--- src/hdl/twc_pkg.sv ---
`timescale 1ns / 1ps

package twc_pkg;

    // Default screen geometry.
    localparam int COLUMNS_DEFAULT = 80;
    localparam int ROWS_DEFAULT    = 25;

    // Field widths on the channels.
    localparam int CMD_W     = 2;
    localparam int CHAR_W    = 8;
    localparam int TCOL_W    = 7;
    localparam int TROW_W    = 5;
    localparam int OCOL_W    = 7;
    localparam int OROW_W    = 5;
    localparam int POS_W     = 11;
    localparam int ATTR_W    = 8;
    localparam int CELL_W    = CHAR_W + ATTR_W;
    localparam int COLOR_W   = 4;

    // Configuration port.
    localparam int CFG_INDEX_W = 1;
    localparam int CFG_DATA_W  = COLOR_W;

    localparam logic [CFG_INDEX_W-1:0] REG_FOREGROUND = 1'd0;
    localparam logic [CFG_INDEX_W-1:0] REG_BACKGROUND = 1'd1;

    localparam logic [COLOR_W-1:0] FOREGROUND_RESET = 4'd14;
    localparam logic [COLOR_W-1:0] BACKGROUND_RESET = 4'd8;

    // Character codes.
    localparam logic [CHAR_W-1:0] CHAR_SPACE   = 8'd32;
    localparam logic [CHAR_W-1:0] CHAR_NEWLINE = 8'd10;

    typedef enum logic [CMD_W-1:0] {
        CMD_PUT   = 2'd0,
        CMD_CLEAR = 2'd1,
        CMD_SET   = 2'd2,
        CMD_READ  = 2'd3
    } cmd_t;

    // Datapath operations requested by the controller.
    typedef enum logic [3:0] {
        OP_NONE,
        OP_NEWLINE,
        OP_PUT,
        OP_SET,
        OP_READ,
        OP_ZERO_STEP,
        OP_BLANK_STEP,
        OP_PRIME,
        OP_SCROLL_STEP
    } dp_op_t;

    typedef struct packed {
        logic   load_item;
        logic   load_result;
        logic   set_scrolled;
        dp_op_t op;
    } dp_cmd_t;

    typedef struct packed {
        cmd_t command;
        logic is_newline;
        logic col_past_end;
        logic row_last;
        logic sweep_last;
    } dp_status_t;

endpackage

--- src/hdl/twc_ctrl.sv ---
`timescale 1ns / 1ps

module twc_ctrl (
    input  logic                clk,
    input  logic                rst_n,
    input  logic                in_valid,
    output logic                in_ready,
    output logic                out_valid,
    input  logic                out_ready,
    input  twc_pkg::dp_status_t status,
    output twc_pkg::dp_cmd_t    ctrl
);
    import twc_pkg::*;

    typedef enum logic [7:0] {
        ST_INIT      = 8'b0000_0001,
        ST_IDLE      = 8'b0000_0010,
        ST_EXEC      = 8'b0000_0100,
        ST_PUT_WRITE = 8'b0000_1000,
        ST_PRIME     = 8'b0001_0000,
        ST_SCROLL    = 8'b0010_0000,
        ST_CLEAR     = 8'b0100_0000,
        ST_FINISH    = 8'b1000_0000
    } state_t;

    state_t state_reg, state_next;
    logic   out_valid_reg, out_valid_next;
    logic   wrap_pending_reg, wrap_pending_next;
    logic   out_free;
    logic   accept;

    assign out_free  = !out_valid_reg || out_ready;
    assign out_valid = out_valid_reg;
    assign accept    = in_valid && in_ready;

    always_comb
    begin
        state_next        = state_reg;
        wrap_pending_next = wrap_pending_reg;
        out_valid_next    = out_valid_reg && !out_ready;
        in_ready          = 1'b0;
        ctrl              = '{load_item: 1'b0, load_result: 1'b0, set_scrolled: 1'b0,
                              op: OP_NONE};

        unique case (state_reg)
            ST_INIT:
            begin
                ctrl.op = OP_ZERO_STEP;
                if (status.sweep_last)
                begin
                    state_next = ST_IDLE;
                end
            end
            ST_IDLE:
            begin
                in_ready = 1'b1;
                if (accept)
                begin
                    ctrl.load_item = 1'b1;
                    state_next     = ST_EXEC;
                end
            end
            ST_EXEC:
            begin
                wrap_pending_next = 1'b0;
                unique case (status.command)
                    CMD_PUT:
                    begin
                        if (status.is_newline || status.col_past_end)
                        begin
                            // A wrapping character performs the newline first.
                            ctrl.op           = OP_NEWLINE;
                            wrap_pending_next = !status.is_newline;
                            if (status.row_last)
                            begin
                                ctrl.set_scrolled = 1'b1;
                                state_next        = ST_PRIME;
                            end
                            else if (status.is_newline)
                            begin
                                state_next = ST_FINISH;
                            end
                            else
                            begin
                                state_next = ST_PUT_WRITE;
                            end
                        end
                        else
                        begin
                            ctrl.op    = OP_PUT;
                            state_next = ST_FINISH;
                        end
                    end
                    CMD_CLEAR:
                    begin
                        state_next = ST_CLEAR;
                    end
                    CMD_SET:
                    begin
                        ctrl.op    = OP_SET;
                        state_next = ST_FINISH;
                    end
                    CMD_READ:
                    begin
                        ctrl.op    = OP_READ;
                        state_next = ST_FINISH;
                    end
                    default:
                    begin
                        state_next = ST_FINISH;
                    end
                endcase
            end
            ST_PUT_WRITE:
            begin
                ctrl.op    = OP_PUT;
                state_next = ST_FINISH;
            end
            ST_PRIME:
            begin
                ctrl.op    = OP_PRIME;
                state_next = ST_SCROLL;
            end
            ST_SCROLL:
            begin
                ctrl.op = OP_SCROLL_STEP;
                if (status.sweep_last)
                begin
                    state_next = wrap_pending_reg ? ST_PUT_WRITE : ST_FINISH;
                end
            end
            ST_CLEAR:
            begin
                ctrl.op = OP_BLANK_STEP;
                if (status.sweep_last)
                begin
                    state_next = ST_FINISH;
                end
            end
            ST_FINISH:
            begin
                if (out_free)
                begin
                    ctrl.load_result = 1'b1;
                    out_valid_next   = 1'b1;
                    in_ready         = 1'b1;
                    if (accept)
                    begin
                        ctrl.load_item = 1'b1;
                        state_next     = ST_EXEC;
                    end
                    else
                    begin
                        state_next = ST_IDLE;
                    end
                end
            end
            default:
            begin
                state_next = ST_IDLE;
            end
        endcase
    end

    always_ff @(posedge clk or negedge rst_n)
    begin
        if (!rst_n)
        begin
            state_reg        <= ST_INIT;
            out_valid_reg    <= 1'b0;
            wrap_pending_reg <= 1'b0;
        end
        else
        begin
            state_reg        <= state_next;
            out_valid_reg    <= out_valid_next;
            wrap_pending_reg <= wrap_pending_next;
        end
    end

endmodule

--- config.mk ---
export PLATFORM = sky130hd
export DESIGN_NAME = twc_ctrl
export DESIGN_NICKNAME = d
export VERILOG_FILES = /design/src/hdl/twc_pkg.sv /design/src/hdl/twc_ctrl.sv
export SDC_FILE = /design/constraint.sdc
export NUM_CORES = 1
export LEC_CHECK = 0
export BUFFER_PORTS_ARGS = -buffer_cell sky130_fd_sc_hd__clkbuf_2
export CAP_MARGIN = 20
export CORE_MARGIN = 3
export CORE_UTILIZATION = 46
export CTS_CLUSTER_SIZE = 40
export DETAILED_ROUTE_END_ITERATION = 8
export GPL_ROUTABILITY_DRIVEN = 0
export HOLD_SLACK_MARGIN = 0.03
export PLACE_DENSITY_LB_ADDON = 0.1
export SLEW_MARGIN = 10
export SYNTH_ARGS = -nofsm -noshare
export SYNTH_HDL_FRONTEND = slang
export SYNTH_SLANG_ARGS = --single-unit
--- constraint.sdc ---
create_clock -name clk -period 1.6 [get_ports clk]
set_clock_uncertainty 0.05 [all_clocks]
set_input_delay 0.16 -clock clk [delete_from_list [all_inputs] [get_ports clk]]
set_output_delay 0.16 -clock clk [all_outputs]
set_load 0.01 [all_outputs]
**After elaboration in Yosys (flattened, before gate mapping)**

Cells that the tools add are included.

- Bits in registers: 10
- Input bits: 10
- Output and inout port bits: 9
- Logic and storage cells: 58

- Equality and inequality tests: 16
- Multiplexer cells: 29
- Reductions and logical operators: 10

Operators by type and width:

| operator | number |
|---|---|
| $mux 8 | 9 |
| $pmux 8 s8 | 1 |
| $pmux 4 s6 | 1 |
| $pmux 8 s3 | 1 |
| $pmux 4 s3 | 1 |
| $mux 1 | 11 |
| $ne 2x2->1 const B | 5 |
| $eq 8x1->1 const B | 1 |
| $eq 8x2->1 const B | 1 |
| $eq 8x3->1 const B | 1 |
| $eq 8x4->1 const B | 1 |
| $eq 8x5->1 const B | 1 |
| $eq 8x6->1 const B | 1 |
| $eq 8x7->1 const B | 1 |
| $eq 8x8->1 const B | 1 |
| $reduce_and 5->1 | 1 |
| $eq 2x2->1 const B | 2 |
| $mux 2 | 2 |
| $pmux 1 s2 | 2 |
| $logic_not 1->1 | 3 |
| $mux 3 | 1 |
| $eq 2x1->1 const B | 1 |
| $logic_and 1x1->1 | 2 |
| $logic_not 2->1 | 1 |
| 2 further kinds | 3 |

**Logic depth before layout (Yosys ltp)**

- Word-level depth: 8
- Mapped depth: 7
- Depth with buffers taken out: 6

**Worst setup path before layout**

Ideal clock, no wire load.

- Path kind: register to register
- Start: reg state_reg[1]
- End: reg state_reg[1]
- Library setup time: 123 ps
- Arrival time: 1629 ps
- Required time: 1427 ps
- Path slack: -202 ps
- Cell stages (with the launch flop): 6
- Path buffers: 1
- Cells stage by stage: dfrtp_1 > buf_6 > or4_4 > or3_4 > o21bai_4 > o21ai_1

- Word-level cells in the longest chain between the ends: 6
- Elaborated cells between the ends (all ways): 19
- Classes of those cells: eq/ne: 13; mux: 4; reduce/logical: 2

Ends and longest elaborated chain:

| what | line | text |
|---|---|---|
| start: declaration | twc_ctrl.sv:26 | `state_t state_reg, state_next;` |
| start signal: assignment | twc_ctrl.sv:175 | `state_reg <= state_next;` |
| $eq 8x8->1 or $eq 8x2->1 (tied branches) | twc_ctrl.sv:45 | `unique case (state_reg)` |
| $pmux 1 s2 | twc_ctrl.sv:45 |  |
| $logic_and 1x1->1 | twc_ctrl.sv:34 | `assign accept = in_valid && in_ready;` |
| $mux 3 | twc_ctrl.sv:147 | `if (accept)` |
| $mux 8 | twc_ctrl.sv:142 | `if (out_free)` |
| $pmux 8 s8 | twc_ctrl.sv:45 |  |

Parallel ways exist; a longest one is shown, timed or not. The select of a mux whose other input is x is not followed.
A chain may end at the register's enable or synchronous reset.

==> results by group <==
Synth
  – Gate count of the mapped netlist: between 90 and 100
  – Syn_area_per_cell: 8.12 um2
  – Async S/R FF share, synth: 100%
  – Syn_nets: approximately 100
  – Top post-synthesis cells by area: sky130_fd_sc_hd__dfrtp_1 30%, sky130_fd_sc_hd__nor2_1 6.4%, sky130_fd_sc_hd__nor4b_1 4.6%
  – Share of synthesized area occupied by flip-flops and latches: between 30% and 40%
  – Dominant cell by count in the synthesized netlist: sky130_fd_sc_hd__nor2_1
  – Predominant post-synthesis flop cell: sky130_fd_sc_hd__dfrtp_1
  – Post-synthesis instance area: ~760 um2
  – Post-synth EDFFs: 0
  – Count of different cell masters after synthesis: 36
  – Synthesis Warnings: 0
  – Area fraction of the dominant cell type after synthesis: 29.5%
  – Synthesis-stage register bit count: 10
  – Library cell occupying the most area in the post-synthesis netlist: sky130_fd_sc_hd__dfrtp_1
  – Top cells by count, synth: 13 x sky130_fd_sc_hd__nor2_1, 9 x sky130_fd_sc_hd__dfrtp_1, 7 x sky130_fd_sc_hd__nand2_1

STA
  – Post-layout minimum cycle time: approximately 2100 ps
  – Achievable clock frequency: between 400 and 500 MHz
  – Fin. Hold Viols: 0
  – Headroom to the max-slew limit: between 60% and 70%
  – Number of setup violations in the final report: 14
  – Minimum setup slack in the final design: -548 ps
  – Transition time at the pin with the least slew margin: roughly 500 ps
  – Total Negative Setup Slacks: -4670 ps
  – RSZ-0062 raised after global routing: true
  – Final Max Slew Viols: 0
  – Final Hold Slack: just over 80 ps
  – Final critical-path share of the clock period: 134%

Clocking
  – Clock root buffer: sky130_fd_sc_hd__clkbuf_4
  – Clock latency of the later-clocked register in the worst-skew pair: between 200 and 300 ps
  – CTS sink cnt: 10
  – TritonCTS clock tree: built
  – Maximum buffer depth of the clock tree: 2
  – Clock Pin Slew Worst Setup and Hold Paths: about 70 ps
  – Number of clock buffers inserted by TritonCTS: 3
  – Max H-tree Level: 1

Layout
  – Utilization after layout: between 80 and 90%
  – Number of non-filler instances in the completed layout: 158
  – Fill cells: between 70 and 80
  – Multi-input gate area: 667 um2
  – Layout net count: about 150
  – FF/Latch Area: between 200 and 300 um2
  – Area growth from synthesis to layout: 77.4%
  – ANT cells: 0
  – Layout Cell Area excl Fill: roughly 1400 um2
  – Max FFs per register: 8
  – Proportion of layout cells with a drive suffix above 1: 57.0%

GRT
  – Final global-route overflow total: 0
  – Pin count of the biggest net entering global routing: 11
  – Number of antenna violations at the first check in global routing: 0
  – Total routing usage reported by global routing: approximately 28%
  – First-pass GRT wire length: between 4 and 5 mm
  – Number of global-route vias before repair: 901

Route
  – Violation count after the first detailed-route iteration: 80
  – Routed wire per std cell: 21.1 um
  – Total via count in the routed design: about 1000
  – Post-route DRC: 0
  – Iteration count of the initial detailed-routing pass: 4
  – Post-detailed-route via-to-cell ratio: 6.31
  – Post-route antenna net violation count: 0
  – Routed wire length: 3.33 mm

Worst hold path
  – Worst min-delay path category: in -> reg
  – Hold Path Cell Cnt: 2
  – HP Start: status[0]
  – Sink of the worst hold path: state_reg[0]

Floorplanning
  – Horiz. Die Dim: about 47 um
  – Die H: between 40 and 50 um
  – I/O Pins: 19
  – Cell row count: 14
  – Initial core utilization: about half
  – Floorplan core area: ~1500 um2
  – Die outline area: around 2200 um2

Pwr
  – Portion of total power attributed to combinational logic: between 60% and 70%
  – Worst vdd ir: between 1 and 1.5 mV
  – Internal power: 1.07 mW
  – Switching Fraction: 41.9%
  – Power per Cell Area: approximately 1400 nW/um2
  – Static leakage: ~0.62 nW
  – Relative contribution of the clock network to total power: approximately an eighth
  – Seq pwr share: between 10% and 20%
  – Switching component of the power: between 0.7 and 0.8 mW
  – PnR Total Power: approximately 1.8 mW

Critical path
  – CP Data Required Time: roughly 1400 ps
  – Setup slack, reg-to-reg: -370 ps
  – Nature of the critical path endpoint: output port
  – Maximum fanout encountered on the critical timing path: 3
  – Worst path slowest cell: sky130_fd_sc_hd__or3_4
  – Origin of the critical flop-to-flop path: state_reg[5]
  – R2r worst-path depth: 9
  – Crit-path max cell delay: roughly 400 ps
  – Buf+Inv Stages, Crit Path: 2
  – Cell chain of the critical path: or3_4 -> nand4bb_4 -> buf_6 -> nor2_4 -> o31ai_2 -> nand3_1 -> buf_2
  – Arrival time of the worst setup path: 1940 ps
  – Dominant delay contributor by cell family on the critical path: simple AND/OR/NAND/NOR gates
  – Destination of the worst register-to-register timing path: state_reg[3]
  – Type of origin of the critical path: flop
  – Crit path kind: reg -> out

Job
  – Max-capacitance violation count: 0

Run status
  – Status: complete, but fails checks
  – Violations in the final reports: setup timing

Placement
  – Post-DP Area: about 1000 um2
  – Post-Place Setup Slack: -239 ps
  – Total half-perimeter wirelength after legalization and detailed placement: approximately 1.7 mm
  – Quantity of I/O buffers inserted on ports: 18
  – Placed instance count: 145
[worst max path at each step]
stage / slack, ps / cells after the start / endpoint / start
floorplan: -130 / 5 / state_reg[1] / state_reg[0]
global placement: -190 / 6 / ctrl[0] / state_reg[5]
detailed placement: -240 / 6 / ctrl[0] / state_reg[5]
CTS: -410 / 6 / ctrl[4] / state_reg[5]
global route: -580 / 7 / ctrl[0] / state_reg[5]
finish: -550 / 7 / ctrl[0] / state_reg[5]
[power groups by stage]
stage                     Combinational (mW)  Clock (mW)  Sequential [mW]
after floorplan                        0.552           0            0.340
after global placement                 0.820           0            0.354
after detailed placement               0.843           0            0.352
after CTS                               1.03       0.236            0.352
after global routing                    1.30       0.249            0.367
final                                   1.24       0.231            0.361
[area by class of cell]
class,count,share of cell area [%]
clock buffer,4,2.68
multi-input combinational,77,49.3
inverter,1,0.370
sequential,10,18.6
tap,16,1.48
timing repair buffer,50,27.6
[layer usage]
layer	wire length [um]	vias up	share of wire, %	global-route usage [%]
met4	157	0	4.7	15.5
met3	219	16	6.6	5.36
li1	-	440	-	-
met1	1290	476	39	34.5
met5	0	-	0	0
met2	1670	65	50	44.5
[kinds of logic (layout without fill, tap and decap cells)]
family	after synthesis	after routing	share of synthesized area (%)
flip-flops	10	10	33.0
AO/OA/AOI/OAI	22	22	20.2
buffers and inverters	7	55	4.75
AND/OR/NAND/NOR	52	52	38.7
XOR/XNOR	3	3	3.44
[layout by cell type (no fill, tap or decap), types with 2 or more instances in the layout]
| cell | synthesis | routed |
|---|---|---|
| sky130_fd_sc_hd__dfrtp_1 | 9 | 9 |
| sky130_fd_sc_hd__and3_4 | 0 | 2 |
| sky130_fd_sc_hd__xor2_1 | 2 | 2 |
| sky130_fd_sc_hd__nor4_4 | 0 | 2 |
| sky130_fd_sc_hd__buf_4 | 0 | 25 |
| sky130_fd_sc_hd__nor4b_1 | 4 | 2 |
| sky130_fd_sc_hd__o31ai_2 | 0 | 2 |
| sky130_fd_sc_hd__buf_2 | 1 | 5 |
| sky130_fd_sc_hd__nand3_1 | 5 | 3 |
| sky130_fd_sc_hd__nand2_1 | 7 | 7 |
| sky130_fd_sc_hd__or3_4 | 1 | 2 |
| sky130_fd_sc_hd__and2_1 | 2 | 2 |
| sky130_fd_sc_hd__nor2_4 | 0 | 4 |
| sky130_fd_sc_hd__clkbuf_4 | 0 | 3 |
| sky130_fd_sc_hd__o21ai_1 | 2 | 3 |
| sky130_fd_sc_hd__o211ai_1 | 2 | 2 |
| sky130_fd_sc_hd__nor2b_1 | 2 | 2 |
| sky130_fd_sc_hd__clkbuf_2 | 0 | 10 |
| sky130_fd_sc_hd__nand2b_1 | 5 | 4 |
| sky130_fd_sc_hd__a211oi_1 | 3 | 3 |
| sky130_fd_sc_hd__o21ai_0 | 5 | 2 |
| sky130_fd_sc_hd__nor2_1 | 13 | 9 |
| sky130_fd_sc_hd__nor4b_2 | 0 | 2 |
| sky130_fd_sc_hd__buf_6 | 1 | 9 |
| sky130_fd_sc_hd__or4_4 | 1 | 2 |
[timing repair]
| action | 4_1_cts | 5_1_grt |
|---|---|---|
| resized for setup | 17 | 29 |
| pin swaps | 4 | 9 |
| setup buffers | 3 | 6 |
| endpoints found under the setup margin | 13 | 15 |
| endpoints found under the hold margin | 10 | 0 |
| hold buffers | 1 | 0 |
Note: power is estimated with default switching activity, not from simulation.
